===== config.mk =====
export PLATFORM = sky130hd
export DESIGN_NAME = rgb_to_hsv
export DESIGN_NICKNAME = d
export VERILOG_FILES = /design/src/hdl/rth_pkg.sv /design/src/hdl/rth_front.sv /design/src/hdl/rth_div_cell.sv /design/src/hdl/rgb_to_hsv.sv
export SDC_FILE = /design/constraint.sdc
export NUM_CORES = 1
export LEC_CHECK = 0
export BUFFER_PORTS_ARGS = -buffer_cell sky130_fd_sc_hd__buf_2
export CAP_MARGIN = 20
export CORE_UTILIZATION = 55
export CTS_CLUSTER_SIZE = 8
export DETAILED_ROUTE_END_ITERATION = 8
export PLACE_DENSITY = 0.79
export SLEW_MARGIN = 0
export SYNTH_ARGS = -nofsm -noshare
export SYNTH_HDL_FRONTEND = slang
export SYNTH_SLANG_ARGS = --single-unit
export TNS_END_PERCENT = 1

===== constraint.sdc =====
create_clock -name aclk -period 13.16 [get_ports aclk]
set_input_delay 2.632 -clock aclk [delete_from_list [all_inputs] [get_ports aclk]]
set_output_delay 2.632 -clock aclk [all_outputs]
set_load 0.005 [all_outputs]

===== src/hdl/rth_pkg.sv =====
// Shared constants for the RGB to HSV converter.
`timescale 1ns / 1ps

package rth_pkg;

    // Default widths
    localparam int RTH_CHANNEL_BITS   = 8;
    localparam int RTH_HUE_FRAC_BITS  = 8;

    // Bit positions of the flags in the sideband word that rides along the divider row;
    // brightness sits above the flags
    localparam int RTH_SIDE_HUE_ZERO  = 0;
    localparam int RTH_SIDE_SAT_ZERO  = 1;
    localparam int RTH_SIDE_FLAGS     = 2;

    // Lane numbers in the divider row
    localparam int RTH_LANE_HUE       = 0;
    localparam int RTH_LANE_SAT       = 1;
    localparam int RTH_LANES          = 2;

endpackage


===== src/hdl/rth_front.sv =====
// Front end: max/min search, delta and the two dividends for the divider row.
`timescale 1ns / 1ps

module rth_front #(
    parameter int CHANNEL_BITS      = rth_pkg::RTH_CHANNEL_BITS,
    parameter int HUE_FRACTION_BITS = rth_pkg::RTH_HUE_FRAC_BITS,
    parameter int QUO_BITS          = rth_pkg::RTH_HUE_FRAC_BITS + 3
) (
    input  logic                                         aclk,
    input  logic                                         aresetn,
    input  logic                                         in_valid,
    output logic                                         in_ready,
    input  logic [CHANNEL_BITS-1:0]                      red,
    input  logic [CHANNEL_BITS-1:0]                      green,
    input  logic [CHANNEL_BITS-1:0]                      blue,
    output logic                                         out_valid,
    input  logic                                         out_ready,
    output logic [rth_pkg::RTH_LANES-1:0][CHANNEL_BITS-1:0] out_rem,
    output logic [rth_pkg::RTH_LANES-1:0][CHANNEL_BITS-1:0] out_dvr,
    output logic [rth_pkg::RTH_LANES-1:0][QUO_BITS-1:0]     out_dvd,
    output logic [CHANNEL_BITS+rth_pkg::RTH_SIDE_FLAGS-1:0] out_side
);
    import rth_pkg::*;

    localparam int CB  = CHANNEL_BITS;
    localparam int NW  = QUO_BITS + CHANNEL_BITS;
    localparam int NUW = CHANNEL_BITS + 3;

    // Which channel is largest, and for red whether hue wraps below zero
    typedef enum logic [1:0] {
        MAX_RED_UP,
        MAX_RED_WRAP,
        MAX_GREEN,
        MAX_BLUE
    } rth_maxsel_t;

    // Stage A registers
    logic              a_valid_reg;
    logic [CB-1:0]     a_red_reg, a_green_reg, a_blue_reg;
    logic [CB-1:0]     a_max_reg, a_min_reg;
    rth_maxsel_t       a_sel_reg;
    logic              a_ready;

    // Stage B registers
    logic              b_valid_reg;
    logic              b_ready;
    logic [RTH_LANES-1:0][CB-1:0]       b_rem_reg, b_dvr_reg;
    logic [RTH_LANES-1:0][QUO_BITS-1:0] b_dvd_reg;
    logic [CB+RTH_SIDE_FLAGS-1:0]       b_side_reg;

    logic [CB-1:0]     a_max_next, a_min_next;
    rth_maxsel_t       a_sel_next;

    logic [CB-1:0]     delta;
    logic [NUW-1:0]    base, x_term, y_term, hue_num;
    logic [NW-1:0]     hue_n, sat_n;

    // Ready chain: a stage takes a beat when empty or when it empties this cycle
    assign b_ready  = !b_valid_reg || out_ready;
    assign a_ready  = !a_valid_reg || b_ready;
    assign in_ready = a_ready;

    // Largest, smallest and winning channel; red beats green beats blue on ties
    always_comb begin
        a_max_next = red;
        a_min_next = red;
        if (green > a_max_next) a_max_next = green;
        if (blue > a_max_next)  a_max_next = blue;
        if (green < a_min_next) a_min_next = green;
        if (blue < a_min_next)  a_min_next = blue;
        if (red >= green && red >= blue) begin
            a_sel_next = (green >= blue) ? MAX_RED_UP : MAX_RED_WRAP;
        end else if (green >= blue) begin
            a_sel_next = MAX_GREEN;
        end else begin
            a_sel_next = MAX_BLUE;
        end
    end

    always_ff @(posedge aclk) begin
        if (!aresetn) begin
            a_valid_reg <= 1'b0;
        end else if (a_ready) begin
            a_valid_reg <= in_valid;
        end
    end

    always_ff @(posedge aclk) begin
        if (a_ready && in_valid) begin
            a_red_reg   <= red;
            a_green_reg <= green;
            a_blue_reg  <= blue;
            a_max_reg   <= a_max_next;
            a_min_reg   <= a_min_next;
            a_sel_reg   <= a_sel_next;
        end
    end

    // Hue numerator in units of delta: sextant offset plus signed channel difference
    always_comb begin
        delta = a_max_reg - a_min_reg;
        case (a_sel_reg)
            MAX_RED_UP: begin
                base   = '0;
                x_term = NUW'(a_green_reg);
                y_term = NUW'(a_blue_reg);
            end
            MAX_RED_WRAP: begin
                base   = {1'b0, delta, 2'b00} + {2'b00, delta, 1'b0};
                x_term = NUW'(a_green_reg);
                y_term = NUW'(a_blue_reg);
            end
            MAX_GREEN: begin
                base   = {2'b00, delta, 1'b0};
                x_term = NUW'(a_blue_reg);
                y_term = NUW'(a_red_reg);
            end
            default: begin
                base   = {1'b0, delta, 2'b00};
                x_term = NUW'(a_red_reg);
                y_term = NUW'(a_green_reg);
            end
        endcase
        hue_num = base + x_term - y_term;
        // Dividends: hue scaled by the fraction bits, saturation as full scale times delta
        hue_n   = NW'(hue_num) << HUE_FRACTION_BITS;
        sat_n   = (NW'(delta) << CB) - NW'(delta);
    end

    always_ff @(posedge aclk) begin
        if (!aresetn) begin
            b_valid_reg <= 1'b0;
        end else if (b_ready) begin
            b_valid_reg <= a_valid_reg;
        end
    end

    // Split each dividend into the starting remainder and the bits fed one per cell
    always_ff @(posedge aclk) begin
        if (b_ready && a_valid_reg) begin
            b_rem_reg[RTH_LANE_HUE] <= hue_n[NW-1:QUO_BITS];
            b_dvd_reg[RTH_LANE_HUE] <= hue_n[QUO_BITS-1:0];
            b_dvr_reg[RTH_LANE_HUE] <= delta;
            b_rem_reg[RTH_LANE_SAT] <= sat_n[NW-1:QUO_BITS];
            b_dvd_reg[RTH_LANE_SAT] <= sat_n[QUO_BITS-1:0];
            b_dvr_reg[RTH_LANE_SAT] <= a_max_reg;
            b_side_reg[RTH_SIDE_HUE_ZERO] <= (delta == '0);
            b_side_reg[RTH_SIDE_SAT_ZERO] <= (a_max_reg == '0);
            b_side_reg[CB+RTH_SIDE_FLAGS-1:RTH_SIDE_FLAGS] <= a_max_reg;
        end
    end

    assign out_valid = b_valid_reg;
    assign out_rem   = b_rem_reg;
    assign out_dvr   = b_dvr_reg;
    assign out_dvd   = b_dvd_reg;
    assign out_side  = b_side_reg;

endmodule


===== src/hdl/rth_div_cell.sv =====
// One cell of the divider row: a restoring step per lane, one quotient bit each.
`timescale 1ns / 1ps

module rth_div_cell #(
    parameter int CHANNEL_BITS = rth_pkg::RTH_CHANNEL_BITS,
    parameter int QUO_BITS     = rth_pkg::RTH_HUE_FRAC_BITS + 3,
    parameter int SIDE_BITS    = rth_pkg::RTH_CHANNEL_BITS + rth_pkg::RTH_SIDE_FLAGS,
    parameter int LANES        = rth_pkg::RTH_LANES
) (
    input  logic                                aclk,
    input  logic                                aresetn,
    input  logic                                in_valid,
    output logic                                in_ready,
    input  logic [LANES-1:0][CHANNEL_BITS-1:0]  in_rem,
    input  logic [LANES-1:0][CHANNEL_BITS-1:0]  in_dvr,
    input  logic [LANES-1:0][QUO_BITS-1:0]      in_dvd,
    input  logic [LANES-1:0][QUO_BITS-1:0]      in_quo,
    input  logic [SIDE_BITS-1:0]                in_side,
    output logic                                out_valid,
    input  logic                                out_ready,
    output logic [LANES-1:0][CHANNEL_BITS-1:0]  out_rem,
    output logic [LANES-1:0][CHANNEL_BITS-1:0]  out_dvr,
    output logic [LANES-1:0][QUO_BITS-1:0]      out_dvd,
    output logic [LANES-1:0][QUO_BITS-1:0]      out_quo,
    output logic [SIDE_BITS-1:0]                out_side
);

    logic                                valid_reg;
    logic [LANES-1:0][CHANNEL_BITS-1:0]  rem_reg, dvr_reg;
    logic [LANES-1:0][QUO_BITS-1:0]      dvd_reg, quo_reg;
    logic [SIDE_BITS-1:0]                side_reg;

    logic [LANES-1:0][CHANNEL_BITS-1:0]  rem_next;
    logic [LANES-1:0][QUO_BITS-1:0]      dvd_next, quo_next;
    logic [LANES-1:0][CHANNEL_BITS:0]    trial, diff;
    logic [LANES-1:0]                    fits;

    assign in_ready = !valid_reg || out_ready;

    // Shift in the next dividend bit, subtract the divisor where it fits
    always_comb begin
        for (int i = 0; i < LANES; i++) begin
            trial[i]    = {in_rem[i], in_dvd[i][QUO_BITS-1]};
            diff[i]     = trial[i] - {1'b0, in_dvr[i]};
            fits[i]     = (trial[i] >= {1'b0, in_dvr[i]});
            rem_next[i] = fits[i] ? diff[i][CHANNEL_BITS-1:0] : trial[i][CHANNEL_BITS-1:0];
            dvd_next[i] = {in_dvd[i][QUO_BITS-2:0], 1'b0};
            quo_next[i] = {in_quo[i][QUO_BITS-2:0], fits[i]};
        end
    end

    always_ff @(posedge aclk) begin
        if (!aresetn) begin
            valid_reg <= 1'b0;
        end else if (in_ready) begin
            valid_reg <= in_valid;
        end
    end

    // Advance the beat into this cell
    always_ff @(posedge aclk) begin
        if (in_ready && in_valid) begin
            rem_reg  <= rem_next;
            dvr_reg  <= in_dvr;
            dvd_reg  <= dvd_next;
            quo_reg  <= quo_next;
            side_reg <= in_side;
        end
    end

    assign out_valid = valid_reg;
    assign out_rem   = rem_reg;
    assign out_dvr   = dvr_reg;
    assign out_dvd   = dvd_reg;
    assign out_quo   = quo_reg;
    assign out_side  = side_reg;

endmodule


===== src/hdl/rgb_to_hsv.sv =====
// Top level of the RGB to HSV converter: front end, divider row and output register.
`timescale 1ns / 1ps

// Converts one pixel per beat from red, green, blue to hue (sextants with
// HUE_FRACTION_BITS fraction bits, truncated), saturation (delta over maximum,
// truncated) and brightness (largest channel). It takes a new pixel every clock
// while m_tready does not hold the output back; each pixel passes through the
// front end's stage A and stage B registers, the row of divider cells that
// produce one quotient bit each for hue and saturation side by side, and the output register.
// Grey pixels give hue 0, black pixels give saturation and hue 0, and ties for
// the largest channel go to red, then green.
module rgb_to_hsv #(
    parameter int CHANNEL_BITS      = rth_pkg::RTH_CHANNEL_BITS,
    parameter int HUE_FRACTION_BITS = rth_pkg::RTH_HUE_FRAC_BITS
) (
    input  logic aclk,
    input  logic aresetn,
    input  logic s_tvalid,
    output logic s_tready,
    // red, green, blue from bit 0 up, zero padded to whole bytes
    input  logic [((3*CHANNEL_BITS+7)/8)*8-1:0] s_tdata,
    output logic m_tvalid,
    input  logic m_tready,
    // hue, saturation, brightness from bit 0 up, zero padded to whole bytes
    output logic [((HUE_FRACTION_BITS+3+2*CHANNEL_BITS+7)/8)*8-1:0] m_tdata
);
    import rth_pkg::*;

    localparam int CB   = CHANNEL_BITS;
    localparam int HW   = HUE_FRACTION_BITS + 3;
    localparam int L    = (CB > HW) ? CB : HW;
    localparam int SW   = CB + RTH_SIDE_FLAGS;
    localparam int OW   = HW + 2 * CB;
    localparam int OPAD = ((OW + 7) / 8) * 8;

    // Row links: index 0 is the front end, index k+1 the output of cell k
    logic                              c_valid [L+1];
    logic                              c_ready [L+1];
    logic [RTH_LANES-1:0][CB-1:0]      c_rem   [L+1];
    logic [RTH_LANES-1:0][CB-1:0]      c_dvr   [L+1];
    logic [RTH_LANES-1:0][L-1:0]       c_dvd   [L+1];
    logic [RTH_LANES-1:0][L-1:0]       c_quo   [L+1];
    logic [SW-1:0]                     c_side  [L+1];

    logic            out_valid_reg;
    logic [HW-1:0]   out_hue_reg;
    logic [CB-1:0]   out_sat_reg;
    logic [CB-1:0]   out_bri_reg;
    logic            o_ready;

    logic [HW-1:0]   hue_next;
    logic [CB-1:0]   sat_next;

    rth_front #(
        .CHANNEL_BITS      (CB),
        .HUE_FRACTION_BITS (HUE_FRACTION_BITS),
        .QUO_BITS          (L)
    ) u_front (
        .aclk      (aclk),
        .aresetn   (aresetn),
        .in_valid  (s_tvalid),
        .in_ready  (s_tready),
        .red       (s_tdata[CB-1:0]),
        .green     (s_tdata[2*CB-1:CB]),
        .blue      (s_tdata[3*CB-1:2*CB]),
        .out_valid (c_valid[0]),
        .out_ready (c_ready[0]),
        .out_rem   (c_rem[0]),
        .out_dvr   (c_dvr[0]),
        .out_dvd   (c_dvd[0]),
        .out_side  (c_side[0])
    );

    assign c_quo[0] = '0;

    // Divider row: one cell per quotient bit
    for (genvar k = 0; k < L; k++) begin : g_cell
        rth_div_cell #(
            .CHANNEL_BITS (CB),
            .QUO_BITS     (L),
            .SIDE_BITS    (SW),
            .LANES        (RTH_LANES)
        ) u_cell (
            .aclk      (aclk),
            .aresetn   (aresetn),
            .in_valid  (c_valid[k]),
            .in_ready  (c_ready[k]),
            .in_rem    (c_rem[k]),
            .in_dvr    (c_dvr[k]),
            .in_dvd    (c_dvd[k]),
            .in_quo    (c_quo[k]),
            .in_side   (c_side[k]),
            .out_valid (c_valid[k+1]),
            .out_ready (c_ready[k+1]),
            .out_rem   (c_rem[k+1]),
            .out_dvr   (c_dvr[k+1]),
            .out_dvd   (c_dvd[k+1]),
            .out_quo   (c_quo[k+1]),
            .out_side  (c_side[k+1])
        );
    end

    // Drop the quotients of grey and black pixels
    always_comb begin
        hue_next = c_side[L][RTH_SIDE_HUE_ZERO] ? '0 : c_quo[L][RTH_LANE_HUE][HW-1:0];
        sat_next = c_side[L][RTH_SIDE_SAT_ZERO] ? '0 : c_quo[L][RTH_LANE_SAT][CB-1:0];
    end

    assign o_ready    = !out_valid_reg || m_tready;
    assign c_ready[L] = o_ready;

    always_ff @(posedge aclk) begin
        if (!aresetn) begin
            out_valid_reg <= 1'b0;
        end else if (o_ready) begin
            out_valid_reg <= c_valid[L];
        end
    end

    // Output register
    always_ff @(posedge aclk) begin
        if (o_ready && c_valid[L]) begin
            out_hue_reg <= hue_next;
            out_sat_reg <= sat_next;
            out_bri_reg <= c_side[L][SW-1:RTH_SIDE_FLAGS];
        end
    end

    assign m_tvalid = out_valid_reg;
    assign m_tdata  = OPAD'({out_bri_reg, out_sat_reg, out_hue_reg});

    // Hue stays below six sextants
    a_hue_range: assert property (@(posedge aclk) disable iff (!aresetn)
        out_valid_reg |-> ({1'b0, out_hue_reg} < (HW+1)'(6 << HUE_FRACTION_BITS)))
        else $error("hue beyond six sextants");

    // Black pixel gives zero saturation and hue
    a_black: assert property (@(posedge aclk) disable iff (!aresetn)
        (out_valid_reg && out_bri_reg == '0) |-> (out_sat_reg == '0 && out_hue_reg == '0))
        else $error("black pixel with nonzero saturation or hue");

    // Zero saturation only for grey, so hue must be zero too
    a_grey: assert property (@(posedge aclk) disable iff (!aresetn)
        (out_valid_reg && out_sat_reg == '0) |-> (out_hue_reg == '0))
        else $error("zero saturation with nonzero hue");

    // Input stalls only while the output register holds a beat
    a_stall: assert property (@(posedge aclk) disable iff (!aresetn)
        !s_tready |-> out_valid_reg)
        else $error("input stalled with empty output register");

endmodule


Word level (Yosys, flattened, before mapping) --
Cells that the tools add are included.
Storage, ports and cells: flip-flop bits (word level) 727, bits of input ports 28, output and inout port bits 34, logic and storage cells 252
Cells by class: add/sub/neg operators 25, order comparisons 29, equality and inequality tests 2, muxes and demuxes 30, reductions and logical operators 47
Operator list (number):
- >= comparator 9 x 8 -> 1 bit | 22
- two-way mux 8 bit | 24
- subtractor 8 bit | 21
- one-hot mux 11 bit (3 select lines) | 1
- one-hot mux 8 bit (2 select lines) | 2
- >= comparator 8 bit | 3
- subtractor 16 x 8 -> 17 bit | 1
- > comparator 8 bit | 2
- zero test 8 bit | 2
- less-than comparator 8 bit | 2
- logical AND 1 bit | 15
- zero test 1 bit | 14
- logical OR 1 bit | 14
- adder 10 x 9 -> 11 bit | 1
- adder 11 x 8 -> 11 bit | 1
- subtractor 11 x 8 -> 11 bit | 1
- equality test 2 x 1 -> 1 bit (second input constant) | 1
- equality test 2 bit (second input constant) | 1
- zero test 2 bit | 1
- two-way mux 1 bit | 2
- two-way mux 2 bit | 1
- OR reduction 2 bit | 1

Logic depth before layout (Yosys ltp) --
word-level depth 16, mapped depth 21, mapped depth without buffers 21

Cells and area by module --
From an unflattened synthesis, not the netlist that was laid out.
Unflattened totals: cells, all modules 3044, area, all modules 46743.6 µm²
Modules (own cells, without submodules):
- rth_div_cell (g_cell[2].u_cell ...) | instances 6, cells an instance 223, area each 3603.5 µm², sequential area each 2542.4 µm²
- rth_div_cell (g_cell[0].u_cell ...) | instances 5, cells an instance 218, area each 3583.4 µm², sequential area each 2542.4 µm²
- rth_front | instances 1, cells an instance 558, area each 6140.9 µm², sequential area each 2652.5 µm²
- rgb_to_hsv | instances 1, cells an instance 58, area each 1064.8 µm², sequential area each 830.8 µm²

Worst setup path after synthesis --
No wires, ideal clock.
kind input port to flip-flop, from input port m_tready, to register g_cell[8].u_cell.dvd_reg (netlist bit g_cell[8].u_cell.out_dvd[21]), enable pin, library setup time 0.534 ns, data arrival time 6.593 ns, data required time 12.626 ns, setup slack 6.033 ns, cell stages on the path 3, buffers on the path 0, path through nor2b_1 and3_1 a21boi_0
On the way: word-level cells in the longest chain between the ends 5
RTL lines:
- start, declared | line rgb_to_hsv.sv:23 | input logic m_tready,
- logical OR 1 bit | line rgb_to_hsv.sv:109 | assign o_ready = !out_valid_reg || m_tready;
- logical OR 1 bit (3 in a row) | line rth_div_cell.sv:38 | assign in_ready = !valid_reg || out_ready;
- logical AND 1 bit | line rth_div_cell.sv:62 | if (in_ready && in_valid) begin
- end signal, assigned | line rth_div_cell.sv:65 | dvd_reg <= dvd_next;
- end, declared | line rth_div_cell.sv:30 | logic [LANES-1:0][QUO_BITS-1:0] dvd_reg, quo_reg;
Every way passes these cells. A chain may end at the register's enable or synchronous reset.

Final worst setup path --
from input port m_tready, to output port s_tready
On the way: word-level cells in the longest chain between the ends 14
RTL lines:
- logical OR 1 bit | line rgb_to_hsv.sv:109
- logical OR 1 bit (11 in a row) | line rth_div_cell.sv:38
- logical OR 1 bit | line rth_front.sv:59 | assign b_ready = !b_valid_reg || out_ready;
- logical OR 1 bit | line rth_front.sv:60 | assign a_ready = !a_valid_reg || b_ready;
- end, declared | line rgb_to_hsv.sv:19 | output logic s_tready,
Every way passes these cells.

==> metrics.md <==
| Metric | Value |
|---|---|
| CP max FO | `6` |
| Fillers | `3,965` |
| Share of the synthesized area in the top cell type | `58.9%` |
| Cell internal pwr | `3.94 mW` |
| Register area share after synthesis | `59.8%` |
| Area growth, synth to finish | `12.4%` |
| Layout cells sized above 1 | `12.5%` |
| Max reg flops | `160` |
| Vert. Die Dim | `241 microns` |
| Slew Viols, Final | `0` |
| Largest cells by area after synthesis | `edfxtp_1, ha_1, inv_1, mux2_2, mux2i_1` |
| DRC viols | `0` |
| Normalized max-slew margin | `38.1%` |
| CP Class | `in2out` |
| Seq cells post-synth | `628` |
| Final worst slack | `5.86 ns` |
| Clk slew on worst S/H paths | `0.05 ns` |
| Fin. Hold Viols | `0` |
| Final WL | `55.2 mm` |
| Leak | `14.2 nW` |
| First-pass GRT wire length | `91.0 mm` |
| Initial DRC count | `881` |
| Multi-input logic area | `0.0114 sq mm` |
| Number of diodes | `0` |
| Sw power | `1.39 mW` |
| Mapped Cells | `2,376` |
| Net Sw Frac | `26.1%` |
| Power, Total | `5.33 mW` |
| Sequential share of power | `43.8%` |
| Largest net degree at the start of global routing | `52` |
| Final period demand of the worst path | `7.30 ns` |
| Asr flop ratio synth | `0%` |
| Cell taking the most area after synthesis | `edfxtp_1` |
| Clock Skews | `0.0408 ns` |
| Setup violations, final | `0` |
| Initial DRT Pass Iterations | `5` |
| RSZ-0062 raised after global routing | `no` |
| Total negative slack | `0 ns` |
| Ports | `62` |
| Worst path required time | `10.53 ns` |
| PwrDens | `151 mW/mm^2` |
| Post-CTS setup repair buffer count | `0` |
| Worst-Skew Late Latency | `0.64 ns` |
| Num CTS Buffers | `88` |
| Worst min path class | `reg2reg` |
| Ys Warns | `0` |
| WL/cell | `16.7 microns` |
| CTS tree | `built` |
| Initial Utilization | `55.7%` |
| Crit end category | `primary output` |
| Fmax | `137 MHz` |
| Outcome | `finished, final reports clean` |
| Detail Route Antenna Nets | `0` |
| GRT Util Overall | `19.8%` |
| Post-synth top cells | `edfxtp_1, inv_1, ha_1` |
| Remaining global-route overflow | `0` |
| Die area | `0.0579 sq mm` |
| Mapped Avg Cell Area | `13.2 sq um` |
| Clock power share | `38.1%` |
| H-tree Lvls | `3` |
| Total number of vias | `18,100` |
| Maximum clock path buffer count | `3` |
| Period utilisation layout | `55.4%` |
| Cts hold-fix bufs | `0` |
| Vias in the first global route | `19,300` |
| Library cells used by synthesis | `71` |
| Register Area | `0.0187 sq mm` |
| Final RePlAce weighted congestion | `0.909` |
| Logic pwr share | `18.1%` |
| Max_cap viols | `0` |
| DPL Wire Length | `38.5 mm` |
| Routed vias/inst | `5.48` |
| Startpoint types | `input port` |
| Row count | `87` |
| Most frequent cell after synthesis | `edfxtp_1` |
| Pre-CTS setup slack | `5.90 ns` |
| Most used DFF post-synth | `edfxtp_1` |
| Antenna violations before repair | `0` |
| Peak supply drop | `113 uV` |
| CTS sink cnt | `628` |
| Nets | `2,828` |
| Least-Margin Pin Slew | `0.922 ns` |
| Post-cts resize count | `0` |
| Die Wd | `241 microns` |
| Data arrival, critical path | `4.66 ns` |
| Number of synthesized flops with an enable pin | `614` |
| PortBufs | `56` |
| Synthesized area | `0.0313 sq mm` |
| Clock Root Buffer | `clkbuf_16` |
| Core area | `0.0563 sq mm` |
==> area by class of cell <==
cell class	count	area share, %
multi-input cells	1399	32.3
inverters	331	3.53
repair buffers	75	1.34
flip-flops and latches	628	53.1
clock buffers	110	6.49
well taps	756	2.69
clock inverters	8	0.476
==> critical path, cell delays in order <==
cell and delay, ns:
buf_2 0.11, nor2b_1 0.39, nand3_1 0.16, nor2_1 0.48, nand2_1 0.17, nor3_1 0.24
buf_4 0.22, nand3_1 0.10, buf_2 0.15
==> cells in the final DEF (no fill, tap or decap), drive strengths merged, types with 6 or more instances in the layout <==
cell / instances
nand3: 15
a311oi: 16
xor2: 27
conb: 6
nand2b: 30
o21a: 24
a21o: 43
o211ai: 7
and3: 6
a21oi: 72
clkbuf: 110
mux2: 101
ha: 247
nand2: 70
a22oi: 22
nor2: 182
inv: 333
nand4: 37
fa: 30
a21boi: 49
nor2b: 83
o21ai: 127
edfxtp: 614
clkinv: 6
xnor2: 63
buf: 75
mux2i: 81
dfxtp: 14
and2: 13
==> cell families after synthesis <==
family	count (synthesis)	synth area share (%)
XOR/XNOR	91	2.61
flip-flops	628	59.8
other	1	0.0120
AND/OR/NAND/NOR	457	7.17
adder cells (fa/ha/maj)	277	11.8
AO/OA/AOI/OAI	386	8.14
buffers and inverters	354	4.31
multiplexers	182	6.22
==> final timing paths <==
| kind | slack, ns | end | cells after the start | startpoint |
|---|---|---|---|---|
| worst max-delay path | 5.86 | s_tready | 9 | m_tready |
| worst min-delay path | 0.40 | g_cell[0].u_cell.out_dvd[10]$_DFFE_PP_ | 0 | u_front.out_dvd[9]$_DFFE_PP_ |
| worst max register to register | 7.81 | u_front.out_rem[7]$_DFFE_PP_ | 20 | u_front.a_max_reg[0]$_DFFE_PP_ |
| worst min register to register | 0.40 | g_cell[0].u_cell.out_dvd[10]$_DFFE_PP_ | 0 | u_front.out_dvd[9]$_DFFE_PP_ |
==> metrics by stage <==
step / instances / area (sq um) / hold slack, ns / util, %
floorplan: 2381 / 31300 / 0.400 / -
global placement: 3184 / 32700 / 0.401 / 58.1
CTS: 3303 / 35100 / 0.398 / 62.4
global route: 3307 / 35200 / 0.407 / 62.6
detailed placement: 3185 / 32700 / 0.405 / 58.1
finish: 3307 / 35200 / 0.400 / 62.6
==> per-layer routing <==
metal	global-route usage [%]	vias to the layer above	share of wire, %
li1	-	8788	-
met1	19.3	8752	36
met2	39.3	413	56
met3	3.57	159	3.6
met4	9.46	0	4.1
met5	0	-	0
==> power groups by stage <==
stage,logic [mW],clock network (mW),registers (mW)
2_1_floorplan,0.755,0,2.36
3_3_place_gp,0.909,0,2.37
3_5_place_dp,0.951,0,2.37
4_1_cts,0.960,2.07,2.34
5_1_grt,1.07,2.15,2.34
6_report,0.962,2.03,2.34
Note: power is estimated with default switching activity, not from simulation.
